<file path="src/sv/fcgi_pkg.sv">
// Shared types and constants of the FastCGI record deframer.
// No dependencies; imported by the parser, the top level and the checker.
`timescale 1ns / 1ps
`default_nettype none

package fcgi_pkg;

  // Record header geometry.
  localparam int unsigned HDR_BYTES = 8;
  localparam int unsigned HDR_IDX_W = $clog2(HDR_BYTES);
  localparam logic [HDR_IDX_W-1:0] HDR_IDX_TYPE  = HDR_IDX_W'(1);
  localparam logic [HDR_IDX_W-1:0] HDR_IDX_LEN_H = HDR_IDX_W'(4);
  localparam logic [HDR_IDX_W-1:0] HDR_IDX_LEN_L = HDR_IDX_W'(5);
  localparam logic [HDR_IDX_W-1:0] HDR_IDX_PAD   = HDR_IDX_W'(6);
  localparam logic [HDR_IDX_W-1:0] HDR_IDX_LAST  = HDR_IDX_W'(HDR_BYTES - 1);

  // Record types handled.
  localparam logic [7:0] TYPE_END_REQUEST = 8'd3;
  localparam logic [7:0] TYPE_STDOUT      = 8'd6;
  localparam logic [7:0] TYPE_STDERR      = 8'd7;

  // Event codes carried on the result channel.
  typedef enum logic [2:0] {
    EV_STDOUT     = 3'd0,
    EV_STDERR     = 3'd1,
    EV_REQ_END    = 3'd2,
    EV_STDOUT_END = 3'd3,
    EV_BAD_TYPE   = 3'd4
  } event_kind_t;

  // One result from the parser.
  typedef struct packed {
    logic        valid;
    event_kind_t kind;
    logic [7:0]  data;
    logic        last;
  } result_t;

endpackage

`default_nettype wire

</file>
<file path="src/sv/fastcgi_record_deframer.sv">
// Top level of the FastCGI record deframer: input register, parser, result register.
// Depends on fcgi_pkg and fcgi_parser.
//
//   Channel | Direction | Request contents
//   --------+-----------+------------------------------------------------------
//   in_     | slave     | one byte of the application's reply stream
//   out_    | master    | event kind, content byte, last-content-byte flag
//
// One byte is taken per cycle while no result is stalled; each byte waits in the input
// register until its step is committed, and its result, if any, is then registered in the output register.
// Throughput is set by the parser step, a single counter update per byte.
// Reset is synchronous and active low; it clears the parser and both valid flags.
// A stalled result holds the input register; one further byte is held there.
`timescale 1ns / 1ps
`default_nettype none

module fastcgi_record_deframer
  import fcgi_pkg::*;
(
  input  wire logic       clk,
  input  wire logic       rst_n,
  input  wire logic       in_tvalid,
  output logic            in_tready,
  input  wire logic [7:0] in_tdata,    // [7:0] stream_byte
  output logic            out_tvalid,
  input  wire logic       out_tready,
  output logic [7:0]      out_tdata,   // [7:0] payload_byte
  output logic [2:0]      out_tuser,   // [2:0] event_kind
  output logic            out_tlast    // record_last
);

  logic       in_valid_r;
  logic [7:0] in_data_r;
  logic       step_en;
  result_t    result;

  logic       out_valid_r;
  logic [7:0] out_data_r;
  logic [2:0] out_kind_r;
  logic       out_last_r;

  // The held byte is stepped whenever the result register can take its outcome.
  assign step_en   = in_valid_r && (!out_valid_r || out_tready);
  assign in_tready = !in_valid_r || step_en;

  // Input register.
  always_ff @(posedge clk) begin
    if (!rst_n) begin
      in_valid_r <= 1'b0;
    end else if (in_tready) begin
      in_valid_r <= in_tvalid;
    end
  end

  always_ff @(posedge clk) begin
    if (in_tready && in_tvalid) begin
      in_data_r <= in_tdata;
    end
  end

  fcgi_parser u_parser (
    .clk     (clk),
    .rst_n   (rst_n),
    .step_en (step_en),
    .byte_in (in_data_r),
    .result  (result)
  );

  // Result register.
  always_ff @(posedge clk) begin
    if (!rst_n) begin
      out_valid_r <= 1'b0;
    end else if (step_en) begin
      out_valid_r <= result.valid;
    end else if (out_tready) begin
      out_valid_r <= 1'b0;
    end
  end

  always_ff @(posedge clk) begin
    if (step_en && result.valid) begin
      out_data_r <= result.data;
      out_kind_r <= result.kind;
      out_last_r <= result.last;
    end
  end

  assign out_tvalid = out_valid_r;
  assign out_tdata  = out_data_r;
  assign out_tuser  = out_kind_r;
  assign out_tlast  = out_last_r;

endmodule

`default_nettype wire

</file>
<file path="src/sv/fcgi_parser.sv">
// Record parser state and its one-byte step for the FastCGI record deframer.
// Depends on fcgi_pkg.
`timescale 1ns / 1ps
`default_nettype none

module fcgi_parser
  import fcgi_pkg::*;
(
  input  wire logic       clk,
  input  wire logic       rst_n,
  input  wire logic       step_en,   // commit the step for byte_in
  input  wire logic [7:0] byte_in,
  output result_t         result     // result of the step, valid with step_en
);

  typedef enum logic [1:0] {
    PH_HEADER  = 2'd0,
    PH_CONTENT = 2'd1,
    PH_PADDING = 2'd2
  } phase_t;

  phase_t                 phase_r, phase_nxt;
  logic [HDR_IDX_W-1:0]   hdr_idx_r, hdr_idx_nxt;
  logic [7:0]             rec_type_r, rec_type_nxt;
  logic [7:0]             len_high_r, len_high_nxt;
  logic [15:0]            content_left_r, content_left_nxt;
  logic [7:0]             pad_left_r, pad_left_nxt;
  logic                   halted_r, halted_nxt;

  logic [15:0]            content_dec;
  logic [7:0]             pad_dec;
  logic                   type_ok;

  assign content_dec = content_left_r - 16'd1;
  assign pad_dec     = pad_left_r - 8'd1;
  assign type_ok     = (rec_type_r == TYPE_STDOUT) || (rec_type_r == TYPE_STDERR) ||
                       (rec_type_r == TYPE_END_REQUEST);

  // Next state and result for one received byte.
  always_comb begin
    phase_nxt        = phase_r;
    hdr_idx_nxt      = hdr_idx_r;
    rec_type_nxt     = rec_type_r;
    len_high_nxt     = len_high_r;
    content_left_nxt = content_left_r;
    pad_left_nxt     = pad_left_r;
    halted_nxt       = halted_r;
    result           = '0;
    result.kind      = EV_STDOUT;

    if (!halted_r) begin
      case (phase_r)
        PH_CONTENT: begin
          content_left_nxt = content_dec;
          if (content_dec == 16'd0) begin
            phase_nxt   = (pad_left_r != 8'd0) ? PH_PADDING : PH_HEADER;
            hdr_idx_nxt = '0;
          end
          if (rec_type_r == TYPE_STDOUT) begin
            result.valid = 1'b1;
            result.kind  = EV_STDOUT;
            result.data  = byte_in;
            result.last  = (content_dec == 16'd0);
          end else if (rec_type_r == TYPE_STDERR) begin
            result.valid = 1'b1;
            result.kind  = EV_STDERR;
            result.data  = byte_in;
            result.last  = (content_dec == 16'd0);
          end else if (content_dec == 16'd0) begin
            // Last byte of the end-request body.
            halted_nxt   = 1'b1;
            result.valid = 1'b1;
            result.kind  = EV_REQ_END;
            result.last  = 1'b1;
          end
        end
        PH_PADDING: begin
          pad_left_nxt = pad_dec;
          if (pad_dec == 8'd0) begin
            phase_nxt   = PH_HEADER;
            hdr_idx_nxt = '0;
          end
        end
        default: begin
          // Header phase; the unused phase code is treated the same way.
          phase_nxt = PH_HEADER;
          case (hdr_idx_r)
            HDR_IDX_TYPE:  rec_type_nxt     = byte_in;
            HDR_IDX_LEN_H: len_high_nxt     = byte_in;
            HDR_IDX_LEN_L: content_left_nxt = {len_high_r, byte_in};
            HDR_IDX_PAD:   pad_left_nxt     = byte_in;
            default:       ;
          endcase
          if (hdr_idx_r != HDR_IDX_LAST) begin
            hdr_idx_nxt = hdr_idx_r + HDR_IDX_W'(1);
          end else begin
            // The header is judged on its last byte.
            hdr_idx_nxt = '0;
            if (!type_ok) begin
              halted_nxt   = 1'b1;
              result.valid = 1'b1;
              result.kind  = EV_BAD_TYPE;
            end else if (content_left_r != 16'd0) begin
              phase_nxt = PH_CONTENT;
            end else begin
              phase_nxt = (pad_left_r != 8'd0) ? PH_PADDING : PH_HEADER;
              if (rec_type_r == TYPE_STDOUT) begin
                result.valid = 1'b1;
                result.kind  = EV_STDOUT_END;
              end else if (rec_type_r == TYPE_END_REQUEST) begin
                halted_nxt   = 1'b1;
                result.valid = 1'b1;
                result.kind  = EV_REQ_END;
              end
            end
          end
        end
      endcase
    end
  end

  // Parser state registers, updated only when the step is committed.
  always_ff @(posedge clk) begin
    if (!rst_n) begin
      phase_r        <= PH_HEADER;
      hdr_idx_r      <= '0;
      rec_type_r     <= '0;
      len_high_r     <= '0;
      content_left_r <= '0;
      pad_left_r     <= '0;
      halted_r       <= 1'b0;
    end else if (step_en) begin
      phase_r        <= phase_nxt;
      hdr_idx_r      <= hdr_idx_nxt;
      rec_type_r     <= rec_type_nxt;
      len_high_r     <= len_high_nxt;
      content_left_r <= content_left_nxt;
      pad_left_r     <= pad_left_nxt;
      halted_r       <= halted_nxt;
    end
  end

endmodule

`default_nettype wire

</file>
<file path="config.mk">
export PLATFORM = sky130hd
export DESIGN_NAME = fastcgi_record_deframer
export DESIGN_NICKNAME = d
export VERILOG_FILES = /design/src/sv/fcgi_pkg.sv /design/src/sv/fastcgi_record_deframer.sv /design/src/sv/fcgi_parser.sv
export SDC_FILE = /design/constraint.sdc
export NUM_CORES = 1
export LEC_CHECK = 0
export BUFFER_PORTS_ARGS = -buffer_cell sky130_fd_sc_hd__buf_2
export CAP_MARGIN = 30
export CORE_ASPECT_RATIO = 0.7
export CORE_MARGIN = 4
export CORE_UTILIZATION = 23
export DETAILED_ROUTE_END_ITERATION = 10
export GPL_ROUTABILITY_DRIVEN = 0
export PLACE_DENSITY = 0.38
export SLEW_MARGIN = 5
export SYNTH_ARGS = -nofsm -noshare
export SYNTH_HDL_FRONTEND = slang
export SYNTH_SLANG_ARGS = --single-unit
</file>
<file path="constraint.sdc">
create_clock -name clk -period 5.9 [get_ports clk]
set_input_delay 0.295 -clock clk [delete_from_list [all_inputs] [get_ports clk]]
set_output_delay 0.295 -clock clk [all_outputs]
set_load 0.01 [all_outputs]
</file>
==> impl_metrics.py <==
metrics = {
    "run_status": {
        "status": "completed",
    },
    "critical_path": {
        "path_max_fanout": 11,
        "required_ns": 5.93,
        "path_delay_family": "simple AND/OR/NAND/NOR gates",
        "cp_cell_sequence": "inv_1 > ha_1 > nand2b_1 > or2_1 > xor2_1 > and4_1 > nand3_2 > a211oi_2 > buf_4",
        "crit_arrival_ns": 2.84,
        "critPathKind": "reg -> reg",
        "critPathSlowestCell": "dfxtp_1",
        "critPathMaxStageDelay_ns": 0.50,
        "cp_num_buf_inv": 2,
        "worst_setup_path_end_kind": "flop",
        "cp-start-kind": "flop",
        "reg2reg_depth": 9,
        "r2r-start": "u_parser.content_left_r[0]",
        "reg2reg_to": "out_tdata[5]",
        "r2r_slack_ns": 3.10,
    },
    "timing": {
        "fmax_mhz": 357,
        "min_period_over_period_pct": 47.5,
        "worstMarginPinSlew_ns": 0.856,
        "hold_violations": 0,
        "drv_slew": 0,
        "fin_crit_ns": 2.80,
        "rsz0062_at_grt": "no",
        "fin_skew_ns": 0.00946,
        "finalSetupViolCount": 0,
        "tns_ns": 0,
        "slew_headroom_pct": 42.9,
    },
    "power_and_ir_drop": {
        "peakVddDrop_mv": 0.114,
        "p_leak_nw": 1.53,
        "powerDensity_nw_per_um2": 259,
        "p_total_mw": 1.13,
    },
    "die": {
        "std_cell_rows": 38,
        "fp.dieArea_sq_um": 18300,
        "die_w_microns": 160,
        "core_sq_um": 15700,
        "die_h_microns": 114,
        "num_io_pins": 26,
        "start_util_pct": 23.7,
    },
    "global_route": {
        "grt_pass1_wl_microns": 17400,
        "overflow": 0,
        "grt_pass1_vias": 2888,
        "grt_max_degree": 48,
        "grtUsageTotal_pct": 12.3,
        "grt_antenna_before_repair": 0,
    },
    "clock_network": {
        "cts.path.max_buffers": 2,
        "cts_resized": 0,
        "htree_levels": 3,
        "clkTransAtPathRegs_ns": 0.06,
        "cts_setup_buffers": 0,
        "clk_latency_ns": 0.34,
        "cts_tree": "yes",
        "hold_buffers": 0,
        "cts_buffers": 9,
        "cts_sinks": 68,
        "root_buffer": "clkbuf_16",
    },
    "synthesis": {
        "synth_warnings": 0,
        "syn_avg_cell_area_sq_um": 9.04,
        "ys_types": 64,
        "synth_edf_count": 20,
        "syn_nets": 436,
        "post-synth-top-area-cell": "dfxtp_1",
        "synth-seq-cells": 68,
        "ys_seq_area_share_pct": 42.0,
        "synth_area_sq_um": 3720,
        "ys_top_cells_by_area": "dfxtp_1, edfxtp_1, mux2i_1, ha_1, a21oi_1",
        "synth_most_common_cell": "dfxtp_1",
        "synth_common_cells": "dfxtp_1, nand2_1, a21oi_1, o21ai_0, nor2_1",
        "synth-async-reset-ratio_pct": 0,
        "synth_ff_type": "dfxtp_1",
        "synthCells": 411,
        "synth.top_cell.area_share_pct": 25.8,
    },
    "detailed_routing": {
        "wl_microns": 10900,
        "vias": 3041,
        "drc": 0,
        "drt_iter0_markers": 167,
        "dr.pass1.iters": 4,
        "wl_per_cell_microns": 17.1,
        "viasPerCell": 4.80,
        "ant_nets": 0,
    },
    "flow_run": {
        "maxCapViolCount": 0,
    },
    "min_path": {
        "min_to": "in_data_r[7]",
        "hold_depth": 1,
        "min_path_type": "in -> reg",
        "min-delay-start": "in_tdata[7]",
    },
    "cells_and_area": {
        "syn2layout_area_growth_pct": 17.2,
        "insertedDiodeCount": 0,
        "final_nets": 454,
        "drive_gt1_share_pct": 14.7,
    },
    "placed_design": {
        "io_buffers": 25,
        "dp_hpwl_microns": 7810,
    },
}
## per-stage QoR
| stage | utilization (%) | setup WS (ns) | cells | area (sq um) | hold WS [ns] |
|---|---|---|---|---|---|
| after global routing | 27.8 | 2.91 | 634 | 4360 | 0.116 |
| after floorplan | - | 2.81 | 411 | 3720 | 0.394 |
| after detailed placement | 25.6 | 2.69 | 617 | 4020 | 0.473 |
| after global placement | 25.6 | 2.84 | 617 | 4020 | 0.466 |
| final | 27.8 | 3.10 | 634 | 4360 | 0.129 |
| after CTS | 27.7 | 2.67 | 633 | 4350 | 0.120 |
## report_power, final
| part | leakage (nW) | total (mW) | internal [mW] | switching, mW |
|---|---|---|---|---|
| clock network | 0.156 | 0.592 | 0.372 | 0.220 |
| logic | 0.829 | 0.0337 | 0.0133 | 0.0203 |
| registers | 0.548 | 0.501 | 0.487 | 0.0140 |
| total | 1.53 | 1.13 | 0.872 | 0.254 |
## cells by family (layout without fill, tap and decap cells)
group | after synthesis | in the layout | share of synthesized area, %
buffers and inverters | 42 | 65 | 4.51
XOR/XNOR | 5 | 5 | 1.18
flip-flops | 68 | 68 | 42.0
AO/OA/AOI/OAI | 104 | 104 | 17.5
multiplexers | 20 | 20 | 5.42
AND/OR/NAND/NOR | 159 | 159 | 25.0
adder cells (fa/ha/maj) | 13 | 13 | 4.38
## how the worst max path moves through the flow
| stage | start | endpoint | slack [ns] | cells after the start |
|---|---|---|---|---|
| floorplan | u_parser.content_left_r[0] | out_tdata[0] | 2.81 | 8 |
| global placement | u_parser.content_left_r[0] | out_tdata[3] | 2.84 | 8 |
| detailed placement | u_parser.content_left_r[0] | out_tdata[0] | 2.69 | 8 |
| CTS | u_parser.content_left_r[0] | out_tuser[0] | 2.67 | 8 |
| global route | u_parser.content_left_r[0] | out_tdata[1] | 2.91 | 9 |
| finish | u_parser.content_left_r[0] | out_tdata[5] | 3.10 | 9 |
## state kept, by name (all words and copies together) (netlist names)
signal / cells
in_data_r: 8
in_valid_r: 1
out_tdata: 8
out_tlast: 1
out_tuser: 3
out_tvalid: 1
u_parser.content_left_r: 16
u_parser.halted_r: 1
u_parser.hdr_idx_r: 3
u_parser.len_high_r: 8
u_parser.pad_left_r: 8
u_parser.phase_r: 2
u_parser.rec_type_r: 8
## cells in the final DEF (no fill, tap or decap), types with 4 or more instances in the layout
cell type  synthesis  final
o21ai_0           23     23
dfxtp_1           48     48
inv_1             21     21
ha_1              13     13
nand3_1            9      9
nand2_1           34     34
and2_1            13     13
buf_2              2     25
a21boi_0           6      6
a21oi_1           32     32
o22ai_1           11     11
nor2_1            22     22
nor3_1            16     16
or3_1              5      5
edfxtp_1          20     20
nand2b_1           4      4
o21a_1             6      6
mux2i_1           19     19
clkbuf_16          0      9
nor2b_1           19     19
nand4_1            6      6
## routing by layer
layer	wire, microns	GRT usage, %	part of all wire, %	up-vias
met5	0	0	0	-
met3	639	3.13	5.9	8
met2	3850	15.5	35	84
met1	6290	20.4	58	1414
li1	-	-	-	1535
met4	73	2.41	0.67	0
## area by class of cell
| cell class | count | area, sq um |
|---|---|---|
| repair buffers | 28 | 148 |
| clock inverters | 7 | 98.8 |
| multi-input cells | 301 | 1990 |
| fillers | 1689 | 11300 |
| flip-flops and latches | 68 | 1560 |
| well taps | 200 | 250 |
| inverters | 21 | 78.8 |
| clock buffers | 9 | 225 |
Power figures use the tool's default switching activity.
